==> config.mk <==
export PLATFORM = sky130hd
export DESIGN_NAME = rdp_cell
export DESIGN_NICKNAME = d
export VERILOG_FILES = /design/src/hdl/reuse_distance_profiler_unit_defines.svh /design/src/hdl/rdp_pkg.sv /design/src/hdl/rdp_cell.sv
export SDC_FILE = /design/constraint.sdc
export NUM_CORES = 1
export LEC_CHECK = 0
export ABC_AREA = 1
export BUFFER_PORTS_ARGS = -buffer_cell sky130_fd_sc_hd__buf_2
export CAP_MARGIN = 30
export CORE_ASPECT_RATIO = 1.4
export CORE_MARGIN = 4
export CORE_UTILIZATION = 33
export CTS_CLUSTER_DIAMETER = 200
export DETAILED_ROUTE_END_ITERATION = 8
export GPL_TIMING_DRIVEN = 0
export MAX_ROUTING_LAYER = met4
export PLACE_DENSITY = 0.64
export SETUP_SLACK_MARGIN = 0.3
export SLEW_MARGIN = 20
export SYNTH_ARGS = -nofsm -noshare
export SYNTH_HDL_FRONTEND = slang
export SYNTH_SLANG_ARGS = --single-unit
export TNS_END_PERCENT = 5
==> constraint.sdc <==
create_clock -name i_clk -period 2.7 [get_ports i_clk]
set_input_delay 0.27 -clock i_clk [delete_from_list [all_inputs] [get_ports i_clk]]
set_output_delay 0.27 -clock i_clk [all_outputs]
set_load 0.03 [all_outputs]
==> src/hdl/reuse_distance_profiler_unit_defines.svh <==
// ----------------------------------------------------------------------------
// reuse_distance_profiler_unit_defines
// Assertion macros shared by the reuse distance profiler RTL.
// ----------------------------------------------------------------------------
`ifndef REUSE_DISTANCE_PROFILER_UNIT_DEFINES_SVH
`define REUSE_DISTANCE_PROFILER_UNIT_DEFINES_SVH

// Check that holds on every rising clock edge, reset included.
`define RDP_ASSERT_ALWAYS(lbl, clk, prop, msg) \
    lbl: assert property (@(posedge clk) (prop)) else $error(msg);

// Implication checked outside reset only.
`define RDP_ASSERT_IMPL(lbl, clk, rst_n, ante, cons, msg) \
    lbl: assert property (@(posedge clk) disable iff (!rst_n) \
        (ante) |-> (cons)) else $error(msg);

`endif

==> src/hdl/rdp_pkg.sv <==
// ----------------------------------------------------------------------------
// rdp_pkg
// Beat types and widths for the reuse distance profiler.
// ----------------------------------------------------------------------------
`default_nettype none

package rdp_pkg;

    localparam int ADDR_W  = 10;
    localparam int COUNT_W = 16;
    localparam int DIST_W  = 10;

    typedef struct packed {
        logic [ADDR_W-1:0]  addr;
        logic [COUNT_W-1:0] access_count;
    } t_in_beat;

    typedef struct packed {
        logic               cold_miss;
        logic [DIST_W-1:0]  distance;
        logic [COUNT_W-1:0] extra_repeats;
    } t_out_beat;

    // Lookup wave travelling down the stack, one cell per cycle while the row is enabled.
    typedef struct packed {
        logic              vld;     // beat present in this stage
        logic              active;  // still searching / shifting
        logic [ADDR_W-1:0] addr;    // address being looked up
        logic [ADDR_W-1:0] carry;   // entry displaced from the cell above
        t_out_beat         res;
    } t_wave;

endpackage

`default_nettype wire

==> src/hdl/rdp_cell.sv <==
// ----------------------------------------------------------------------------
// rdp_cell
// One position of the recency stack. Compares the passing lookup against its
// entry, takes the displaced entry from above and hands its own one down.
// ----------------------------------------------------------------------------
`default_nettype none

module rdp_cell #(
    parameter int CELL_IDX = 0
) (
    input  wire                  i_clk,
    input  wire                  i_rst_n,
    input  wire                  i_en,
    input  rdp_pkg::t_wave       i_wave,
    output rdp_pkg::t_wave       o_wave,
    output logic                 o_occ
);

    logic                        r_occ;
    logic                        n_occ;
    logic [rdp_pkg::ADDR_W-1:0]  r_entry;
    logic [rdp_pkg::ADDR_W-1:0]  n_entry;
    rdp_pkg::t_wave              r_wave;
    rdp_pkg::t_wave              n_wave;

    always_comb begin
        n_wave  = i_wave;
        n_entry = r_entry;
        n_occ   = r_occ;
        if (i_wave.vld && i_wave.active) begin
            n_entry = i_wave.carry;
            if (!r_occ) begin
                // first empty slot: stack grows, address was not present
                n_occ         = 1'b1;
                n_wave.active = 1'b0;
            end else if (r_entry == i_wave.addr) begin
                n_wave.active        = 1'b0;
                n_wave.res.cold_miss = 1'b0;
                n_wave.res.distance  = rdp_pkg::DIST_W'(CELL_IDX);
            end else begin
                n_wave.carry = r_entry;
            end
        end
    end

    always_ff @(posedge i_clk) begin
        if (!i_rst_n) begin
            r_occ  <= 1'b0;
            r_wave <= '0;
        end else if (i_en) begin
            r_occ  <= n_occ;
            r_wave <= n_wave;
        end
    end

    always_ff @(posedge i_clk) begin
        if (i_en) begin
            r_entry <= n_entry;
        end
    end

    assign o_wave = r_wave;
    assign o_occ  = r_occ;

endmodule

`default_nettype wire

==> results of run 1 <==
-- cells in the final DEF, fill, tap and decap left out --
| master | count |
|---|---|
| nor2_2 | 3 |
| clkbuf_16 | 2 |
| nand2_4 | 1 |
| nor2_4 | 1 |
| nor2_1 | 38 |
| buf_2 | 104 |
| xor2_1 | 1 |
| clkbuf_8 | 10 |
| clkinvlp_4 | 1 |
| clkinv_2 | 1 |
| nand2_1 | 60 |
| a21oi_1 | 33 |
| o21a_1 | 1 |
| nand2_2 | 1 |
| clkinv_1 | 1 |
| buf_4 | 1 |
| o21ai_0 | 39 |
| o21bai_4 | 1 |
| nand3_1 | 22 |
| buf_6 | 1 |
| inv_2 | 2 |
| clkbuf_1 | 14 |
| dfxtp_1 | 50 |
| inv_1 | 33 |
| edfxtp_1 | 10 |
-- area by class of cell --
class	count	area, sq um	share of cell area, %
clock buffers	14	195.2	5.972
clock inverters	2	12.51	0.3828
flip-flops and latches	60	1301	39.82
well taps	95	118.9	3.637
plain buffers	18	83.83	2.565
inverters	36	135.1	4.135
repair buffers	100	500.5	15.31
multi-input cells	201	920.9	28.18
-- final timing paths --
path                    from         end  slack, ns  cells past startpoint
setup / recovery        i_en  r_entry[6]       1.12                      4
hold reg to reg   o_wave[28]  o_wave[28]       0.47                      2
hold / removal    i_wave[28]  r_entry[1]       0.13                      1
setup reg to reg  r_entry[0]  o_wave[26]       1.25                      9
-- critical path, delay by kind of cell --
kind	cells	cell delay [ns]
and+or+nand+nor	1	0.71
buffers and inverters	3	0.55
-- registers in the layout, indices dropped and copies added (netlist names) --
signal / flops
o_wave: 49
r_entry: 10
o_occ: 1
-- kinds of logic (layout without fill, tap and decap cells) --
kind of cell / after synthesis / count (layout) / share of synthesized area (%)
buf+inv: 54 / 170 / 8.970
compound gates: 74 / 74 / 15.84
xor+xnor: 1 / 1 / 0.3589
simple gates: 126 / 126 / 21.53
flops: 60 / 60 / 53.31
-- per-layer routing --
metal | track usage (%) | wire, um | share of wire [%] | vias up
met2 | 25.65 | 3362 | 52 | 62
met3 | 5.492 | 401 | 6.2 | 8
met4 | 7.126 | 124 | 1.9 | 0
li1 | - | - | - | 1230
met5 | - | 0 | 0 | -
met1 | 16.81 | 2599 | 40 | 1005
-- metrics by stage --
| stage | util [%] | area [sq um] | cells | hold WS [ns] | setup WS [ns] |
|---|---|---|---|---|---|
| finish | 46.21 | 3268 | 526 | 0.1258 | 1.115 |
| global route | 46.21 | 3268 | 526 | 0.1026 | 0.9568 |
| CTS | 46.21 | 3268 | 526 | 0.1080 | 1.100 |
| detailed placement | 43.28 | 3060 | 510 | 0.4553 | 0.7414 |
| global placement | 43.28 | 3060 | 510 | 0.4511 | 0.7585 |
| floorplan | - | 2441 | 315 | 0.3689 | 1.127 |
-- power breakdown --
group | switching, W | leakage, nW | internal [W]
Combinational | 0.000225 | 1.07 | 0.000108
Sequential | 0.0000251 | 0.507 | 0.000967
Clock | 0.000344 | 0.103 | 0.000469
Total | 0.000594 | 1.68 | 0.00154
-- cells in the mapped netlist, types with 2 or more instances --
master	n	area share, %
dfxtp_1	50	41
buf_2	4	0.82
nand2_1	60	9.2
clkbuf_1	12	1.8
edfxtp_1	10	12
o21ai_0	39	8.0
a21oi_1	33	6.8
nand3_1	22	4.5
inv_1	33	5.1
nor2_2	3	0.77
nor2_1	38	5.8
inv_2	2	0.31
==> impl_metrics.py, run 1 <==
metrics = {
    "cts": {
        "numCtsBuffers": 9,
        "htree_levels": 3,
        "clock_sinks": 60,
        "cts_max_path_buffers": 2,
        "ctsResizeCount": 0,
        "cts-root-buf": "clkbuf_8",
        "clkSlewWorstSetupHoldPaths_ns": 0.07,
        "clk_latency_ns": 0.33,
        "cts_tree": "yes",
        "cts_setup_buffers": 0,
        "ctsHoldBuffers": 0,
    },
    "run_status": {
        "status": "finished clean",
    },
    "timing": {
        "fmax_mhz": 631.0,
        "fin_crit_sh_pct": 58.69,
        "setup_viol": 0,
        "maxSlewHeadroom_pct": 39.74,
        "fin_tns_setup_ns": 0,
        "hold_viol_final": 0,
        "fin_skew_ns": 0.007193,
        "slew_viol_final": 0,
        "rsz0062_at_grt": "false",
        "tightestPinTransition_ns": 0.9006,
        "period_minus_slack_ns": 1.585,
    },
    "place": {
        "io_buffers": 100,
        "hpwlAfterDp_um": 5093,
        "gp_congestion": 0.7789,
    },
    "route": {
        "vias": 2305,
        "first_iter_violations": 112,
        "wl_per_cell_um": 12.33,
        "drc": 0,
        "vias_per_cell": 4.382,
        "routed_wl_um": 6488,
        "dr.pass1.iters": 5,
        "drtAntennaViolNets": 0,
    },
    "layout": {
        "final_nets": 478,
        "nFillCells": 743,
        "drive_gt1_share_pct": 29.93,
        "area_delta_synth_final_pct": 33.88,
        "antenna_cells": 0,
    },
    "die": {
        "ios": 102,
        "rows": 36,
        "dieWidth_um": 80.69,
        "die_h_um": 109.8,
        "start_util_pct": 34.52,
        "coreArea_sq_um": 7072,
        "die_area_sq_um": 8857,
    },
    "grt": {
        "grt_max_degree": 12,
        "grt_overflow": 0,
        "grt.total_usage_pct": 15.60,
        "grt_pass1_vias": 2224,
        "antenna_found_initial": 0,
        "grt_pass1_wl_um": 10200,
    },
    "setup_path": {
        "cp_cell_sequence": "clkbuf_1 > inv_1 > buf_2 > nor2_1",
        "worstPathRequired_ns": 2.66,
        "cp.arrival_ns": 1.54,
        "critPathSlowestCell": "nor2_1",
        "cp_max_fo": 11,
        "start_kind": "input port",
        "critPathCaptureType": "flip-flop",
        "crit_type": "input port to flip-flop",
        "max_stage_delay_ns": 0.71,
    },
    "logic_synthesis": {
        "yosysSeqAreaShare_pct": 53.31,
        "syn_area_per_cell_sq_um": 7.749,
        "syn_nets": 367,
        "synth_warnings": 0,
        "syn_area_sq_um": 2441,
        "synth_cells": 315,
        "synth_seq_cells": 60,
        "async_reset_ff_share_pct": 0,
        "synth_flop_cell": "dfxtp_1",
        "yosysUniqueCellTypes": 21,
        "synth_edf_count": 10,
    },
    "job": {
        "cap_violations": 0,
    },
    "pwr": {
        "powerDensity_nw_per_um2": 654.2,
        "power_w": 0.002138,
        "leakage_nw": 1.683,
        "vdd_ir_drop_max_v": 0.0002996,
    },
    "min_path": {
        "hold_class": "input port to flip-flop",
    },
}
(Power assumes the default switching activity.)
==> inputs of run 2 (changes only) <==
--- a/config.mk
+++ b/config.mk
@@ -15,7 +15,7 @@
 export DETAILED_ROUTE_END_ITERATION = 8
 export GPL_TIMING_DRIVEN = 0
 export MAX_ROUTING_LAYER = met4
-export PLACE_DENSITY = 0.64
+export PLACE_DENSITY = 0.66
 export SETUP_SLACK_MARGIN = 0.3
 export SLEW_MARGIN = 20
 export SYNTH_ARGS = -nofsm -noshare
==> constraint.sdc (replaced) <==
create_clock -name i_clk -period 1.3 [get_ports i_clk]
set_input_delay 0.13 -clock i_clk [delete_from_list [all_inputs] [get_ports i_clk]]
set_output_delay 0.13 -clock i_clk [all_outputs]
set_load 0.03 [all_outputs]
==> run 2 against run 1 <==
The run now ends with setup timing left. Global-route usage grew 0.39 points. Wire length rose by 4.0%. Clock skew grew 0.0024 ns. First-iteration DRC count decreased by 13%. Register-to-register slack got worse by 1.4 ns.
==> impl_metrics.py, run 2 (synthesis gave the netlist of run 1 again) <==
metrics = {
    "setup_path": {
        "cp.arrival_ns": 1.66,
        "cp_max_fo": 10,
        "cpMostUsedCell": "nand2_1",
        "crit_family": "simple AND/OR/NAND/NOR gates",
        "crit_type": "flip-flop to flip-flop",
        "critPathSlowestCell": "edfxtp_1",
        "max_stage_delay_ns": 0.39,
        "critPathCaptureType": "flip-flop",
        "critical_path_buf_inv_count": 1,
        "worstPathRequired_ns": 1.52,
        "cp_cell_sequence": "nand2_1 > nand2_1 > nor2_2 > nand3_2 > o21bai_4 > buf_6 > nand2_1 > nand3_1 > a21oi_1",
        "start_kind": "flip-flop",
    },
    "timing": {
        "slew_viol_final": 0,
        "tightestPinTransition_ns": 0.5305,
        "fin_tns_setup_ns": -1.953,
        "fin_crit_sh_pct": 110.4,
        "fin_ws_ns": -0.1355,
        "rsz0062_at_grt": "true",
        "fin_skew_ns": 0.009578,
        "setup_viol": 20,
        "hold_viol_final": 0,
        "period_minus_slack_ns": 1.435,
        "maxSlewHeadroom_pct": 64.59,
        "fmax_mhz": 696.6,
    },
    "grt": {
        "grt_pass1_vias": 2401,
        "grt_overflow": 0,
        "grt.total_usage_pct": 15.99,
        "antenna_found_initial": 0,
        "grt_max_degree": 12,
        "grt_pass1_wl_um": 10580,
    },
    "die": {
        "coreArea_sq_um": 7072,
        "die_area_sq_um": 8857,
        "ios": 102,
        "die_h_um": 109.8,
        "dieWidth_um": 80.69,
        "rows": 36,
        "start_util_pct": 34.52,
    },
    "min_path": {
        "hold_class": "input port to flip-flop",
    },
    "pwr": {
        "vdd_ir_drop_max_v": 0.0006357,
        "leakage_nw": 1.768,
        "powerDensity_nw_per_um2": 1283,
        "power_w": 0.004636,
    },
    "layout": {
        "final_cell_mix": "nand2_1, buf_2, dfxtp_1",
        "area_delta_synth_final_pct": 47.98,
        "antenna_cells": 0,
        "final_common_cell": "nand2_1",
        "largest_reg_flops": 49,
        "final_util_pct": 51.08,
        "drive_gt1_share_pct": 32.88,
        "fin_area_sq_um": 3612,
        "final_nets": 488,
    },
    "cts": {
        "htree_levels": 3,
        "cts_tree": "yes",
        "clk_latency_ns": 0.33,
        "numCtsBuffers": 9,
        "clock_sinks": 60,
        "clkSlewWorstSetupHoldPaths_ns": 0.07,
        "cts-root-buf": "clkbuf_8",
        "cts_setup_buffers": 0,
        "cts_max_path_buffers": 2,
    },
    "run_status": {
        "violations": "setup timing",
        "status": "complete, but fails checks",
    },
    "route": {
        "vias_per_cell": 4.502,
        "wl_per_cell_um": 12.59,
        "first_iter_violations": 98,
        "vias": 2413,
        "drc": 0,
        "dr.pass1.iters": 4,
        "routed_wl_um": 6748,
        "drtAntennaViolNets": 0,
    },
    "place": {
        "io_buffers": 100,
        "placed_area_sq_um": 3082,
        "gp_congestion": 0.8363,
        "hpwlAfterDp_um": 5090,
    },
    "job": {
        "cap_violations": 0,
    },
}
==> run 2: cell count changes in the layout (fill, tap and decap cells not counted), sizes merged <==
cell         change
buf              -1
clkinvlp         -1
bufinv           +1
clkinv           +1
dlygate4sd3     +10
==> run 2: routing by layer <==
metal | track usage (%) | vias up | routed length [um]
li1 | - | 1247 | -
met1 | 16.36 | 1086 | 2583
met2 | 27.07 | 66 | 3629
met3 | 4.098 | 14 | 353
met4 | 10.02 | 0 | 181
met5 | - | - | 0
==> run 2: worst min-delay path, cell delays in order <==
cell    delay, ns
buf_2        0.08
nor2_1       0.03
nor2_1       0.08
==> run 2: power breakdown <==
part	internal, W	total [W]	switching (W)	leakage (nW)
clock network	0.00106	0.00175	0.000698	0.109
logic	0.000324	0.000806	0.000482	1.15
registers	0.00201	0.00208	0.0000656	0.509
==> run 2: through the flow <==
stage | setup slack, ns | cells | hold WS [ns]
after floorplan | 0.04321 | 315 | 0.2289
after global placement | -0.2341 | 510 | 0.3220
after detailed placement | -0.2524 | 510 | 0.3232
after CTS | -0.1115 | 536 | 0.002746
after global routing | -0.2538 | 536 | 0.01173
final | -0.1355 | 536 | 0.01644
==> run 2: cell type report <==
| cell class | count | area [sq um] |
|---|---|---|
| clock buffer | 13 | 170.2 |
| tap | 95 | 118.9 |
| buffer | 18 | 88.84 |
| timing repair buffer | 110 | 793.3 |
| sequential | 60 | 1309 |
| clock inverter | 3 | 43.79 |
| inverter | 36 | 135.1 |
| multi-input combinational | 201 | 953.4 |
| fill | 694 | 3460 |
==> run 2: repair_timing <==
item / 4_1_cts / 5_1_grt
hold buffers: 10 / 0
endpoints found under the setup margin: 62 / 70
resized for setup: 30 / 69
pin swaps: 2 / 2
hold endpoints to repair: 10 / 0
==> run 2: path summary, 6_finish.rpt <==
path / start / end / slack [ns] / cells past startpoint
worst min-delay path: i_wave[9] / o_wave[9] / 0.02 / 3
worst min register to register: o_occ / o_occ / 0.47 / 1
worst max register to register: r_entry[2] / o_wave[28] / -0.14 / 9
worst max-delay path: r_entry[2] / o_wave[28] / -0.14 / 9
==> inputs of run 3 (changes only) <==
--- a/config.mk
+++ b/config.mk
@@ -5,17 +5,16 @@
 export SDC_FILE = /design/constraint.sdc
 export NUM_CORES = 1
 export LEC_CHECK = 0
-export ABC_AREA = 1
 export BUFFER_PORTS_ARGS = -buffer_cell sky130_fd_sc_hd__buf_2
 export CAP_MARGIN = 30
 export CORE_ASPECT_RATIO = 1.4
 export CORE_MARGIN = 4
-export CORE_UTILIZATION = 33
+export CORE_UTILIZATION = 48
 export CTS_CLUSTER_DIAMETER = 200
 export DETAILED_ROUTE_END_ITERATION = 8
 export GPL_TIMING_DRIVEN = 0
 export MAX_ROUTING_LAYER = met4
-export PLACE_DENSITY = 0.66
+export PLACE_DENSITY = 0.84
 export SETUP_SLACK_MARGIN = 0.3
 export SLEW_MARGIN = 20
 export SYNTH_ARGS = -nofsm -noshare
==> constraint.sdc (replaced) <==
create_clock -name i_clk -period 1.4 [get_ports i_clk]
set_input_delay 0.14 -clock i_clk [delete_from_list [all_inputs] [get_ports i_clk]]
set_output_delay 0.14 -clock i_clk [all_outputs]
set_load 0.03 [all_outputs]
==> run 3 against run 2 <==
The run still ends with setup timing left. Hold slack worse by 0.013 ns. Wire length up 8.8%. Worst setup slack worse by 0.066 ns. Die area down 24%. Critical path depth down 3.
==> impl_metrics.py, run 3 <==
metrics = {
    "logic_synthesis": {
        "synth_edf_count": 10,
        "async_reset_ff_share_pct": 0,
        "synth_warnings": 0,
        "yosys-top-cells-count": "dfxtp_1, nor2b_1, mux2i_1, nand4_1",
        "yosysSeqAreaShare_pct": 49.90,
        "syn_area_sq_um": 2608,
        "yosysMostFrequentCell": "dfxtp_1",
        "yosysUniqueCellTypes": 26,
        "syn_nets": 298,
        "yosysTopAreaCellShare_pct": 38.39,
        "synth_cells": 246,
        "yosysTopAreaCell": "dfxtp_1",
        "syn_area_per_cell_sq_um": 10.60,
        "synth_seq_cells": 60,
        "synth.top_cells.by_area": "dfxtp_1, edfxtp_1, mux2i_1",
        "synth_flop_cell": "dfxtp_1",
    },
    "layout": {
        "drive_gt1_share_pct": 39.57,
        "antenna_cells": 0,
        "largest_reg_flops": 49,
        "nFillCells": 446,
        "fin_area_sq_um": 3530,
        "final_nets": 416,
        "final_common_cell": "buf_2",
        "area_delta_synth_final_pct": 35.36,
        "final_cell_mix": "buf_2, dfxtp_1, nor2b_1",
    },
    "route": {
        "drc": 0,
        "vias": 2339,
        "met3_length_um": 393,
        "dr.pass1.iters": 4,
        "top_layer_used": "met4",
        "wl_per_cell_um": 16.87,
        "wl_met2_um": 3732,
        "drtAntennaViolNets": 0,
        "routed_wl_um": 7339,
        "wl_met1_um": 2918,
        "vias_per_cell": 5.377,
        "first_iter_violations": 172,
    },
    "pwr": {
        "power_w": 0.004063,
        "leakage_nw": 1.599,
        "pwr-share-clk_pct": 34.9,
        "comb_power_share_pct": 17.9,
        "sequentialPowerShare_pct": 47.2,
        "p_switching_w": 0.001129,
        "powerDensity_nw_per_um2": 1151,
        "netSwitchingFraction_pct": 27.78,
        "p_int_w": 0.002934,
        "vdd_ir_drop_max_v": 0.0007671,
    },
    "die": {
        "die_h_um": 95.21,
        "ios": 102,
        "coreArea_sq_um": 5236,
        "start_util_pct": 49.80,
        "rows": 31,
        "die_area_sq_um": 6692,
        "dieWidth_um": 70.29,
    },
    "cts": {
        "htree_levels": 3,
        "cts_max_path_buffers": 2,
        "cts-root-buf": "clkbuf_8",
        "clk_latency_ns": 0.34,
        "cts_tree": "yes",
        "clock_sinks": 60,
        "numCtsBuffers": 9,
        "clkSlewWorstSetupHoldPaths_ns": 0.07,
    },
    "place": {
        "placed_area_sq_um": 3187,
        "gp_congestion": 0.8460,
        "preCtsSetupSlack_ns": -0.2699,
        "hpwlAfterDp_um": 5193,
        "io_buffers": 99,
    },
    "grt": {
        "grt_pass1_wl_um": 11510,
        "grt_pass1_vias": 2409,
        "grt.total_usage_pct": 22.89,
        "grt_overflow": 0,
        "antenna_found_initial": 0,
        "grt_max_degree": 12,
    },
    "timing": {
        "fin_skew_ns": 0.007037,
        "fin_crit_sh_pct": 114.4,
        "maxSlewHeadroom_pct": 64.81,
        "setup_viol": 21,
        "rsz0062_at_grt": "true",
        "hold_viol_final": 0,
        "tightestPinTransition_ns": 0.5279,
        "fmax_mhz": 624.6,
        "fin_ws_ns": -0.2011,
        "slew_viol_final": 0,
        "period_minus_slack_ns": 1.601,
    },
    "setup_path": {
        "cp_max_fo": 10,
        "critical_path_buf_inv_count": 2,
        "crit_family": "flip-flops",
        "critPathCaptureType": "flip-flop",
        "crit_type": "flip-flop to flip-flop",
        "max_stage_delay_ns": 0.44,
        "critPathSlowestCell": "edfxtp_1",
        "cp_cell_sequence": "xnor2_2 > nand4_1 > buf_4 > nor4_4 > buf_6 > o21ai_2",
        "start_kind": "flip-flop",
        "cp.arrival_ns": 1.83,
        "worstPathRequired_ns": 1.63,
    },
    "run_status": {
        "violations": "setup timing",
        "status": "complete, but fails checks",
    },
    "job": {
        "cap_violations": 0,
    },
    "min_path": {
        "hold_class": "input port to flip-flop",
    },
}
## run 3: changes by cell type in the layout (fill, tap and decap cells not counted), moves of 11 or more
cell	change
inv_1	-33
nand4_1	+13
nor2_1	-36
nand3b_1	+11
nor2b_1	+38
a21oi_1	-23
buf_4	-29
nand2_1	-54
mux2i_1	+27
o21ai_0	-27
buf_2	+50
buf_6	-17
## run 3: layout make-up
type,count,area [sq um],share of cell area (%)
buffer,21,116.4,3.297
sequential,60,1303,36.90
multi-input combinational,165,1274,36.09
timing repair buffer,107,573.1,16.24
clock inverter,1,5.005,0.1418
tap,66,82.58,2.340
clock buffer,15,176.4,4.998
## run 3: power by group through the flow
stage	clock network [W]	registers, W	logic (W)
2_1_floorplan	0	0.00212	0.000265
3_5_place_dp	0	0.00195	0.000680
3_3_place_gp	0	0.00194	0.000663
6_report	0.00142	0.00192	0.000727
4_1_cts	0.00143	0.00191	0.000707
5_1_grt	0.00151	0.00193	0.000779
## run 3: layer usage
layer  track usage [%]  up-vias
li1                  -     1125
met1             24.50     1106
met2             39.38       86
met3             5.591       22
met4             11.50        0
met5                 -        -
## run 3: metrics by stage
stage,hold slack (ns),setup TNS (ns),util [%],instances
final,0.003267,-3.227,67.41,435
after global routing,0.001615,-5.696,67.41,435
after CTS,0.001495,-2.928,66.09,433
after detailed placement,0.3388,-7.038,60.86,411
after global placement,0.3344,-5.423,60.86,411
after floorplan,0.2389,0,-,246
## run 3: cells by family after synthesis
group	count (synthesis)	synth area share, %
DFF	60	49.90
buffers and inverters	21	3.791
and+or+nand+nor	84	20.63
AOI/OAI and AO/OA	44	11.95
muxes	27	10.36
xor gates and xnor gates	10	3.359
## run 3: what timing repair did
item	in CTS	in global routing
buffers inserted	1	0
gates cloned	0	0
endpoints found under the setup margin	33	32
pin swaps	4	4
endpoints found under the hold margin	5	2
gates resized for setup	9	10
hold buffers	5	2
## run 3: path summary, 6_finish.rpt
path         startpoint          to  slack, ns  cells after the start
max reg2reg  r_entry[8]  o_wave[18]      -0.20                      6
min reg2reg  o_wave[18]  o_wave[18]       0.49                      2
min          i_wave[32]  r_entry[5]      0.003                      1
max          r_entry[8]  o_wave[18]      -0.20                      6
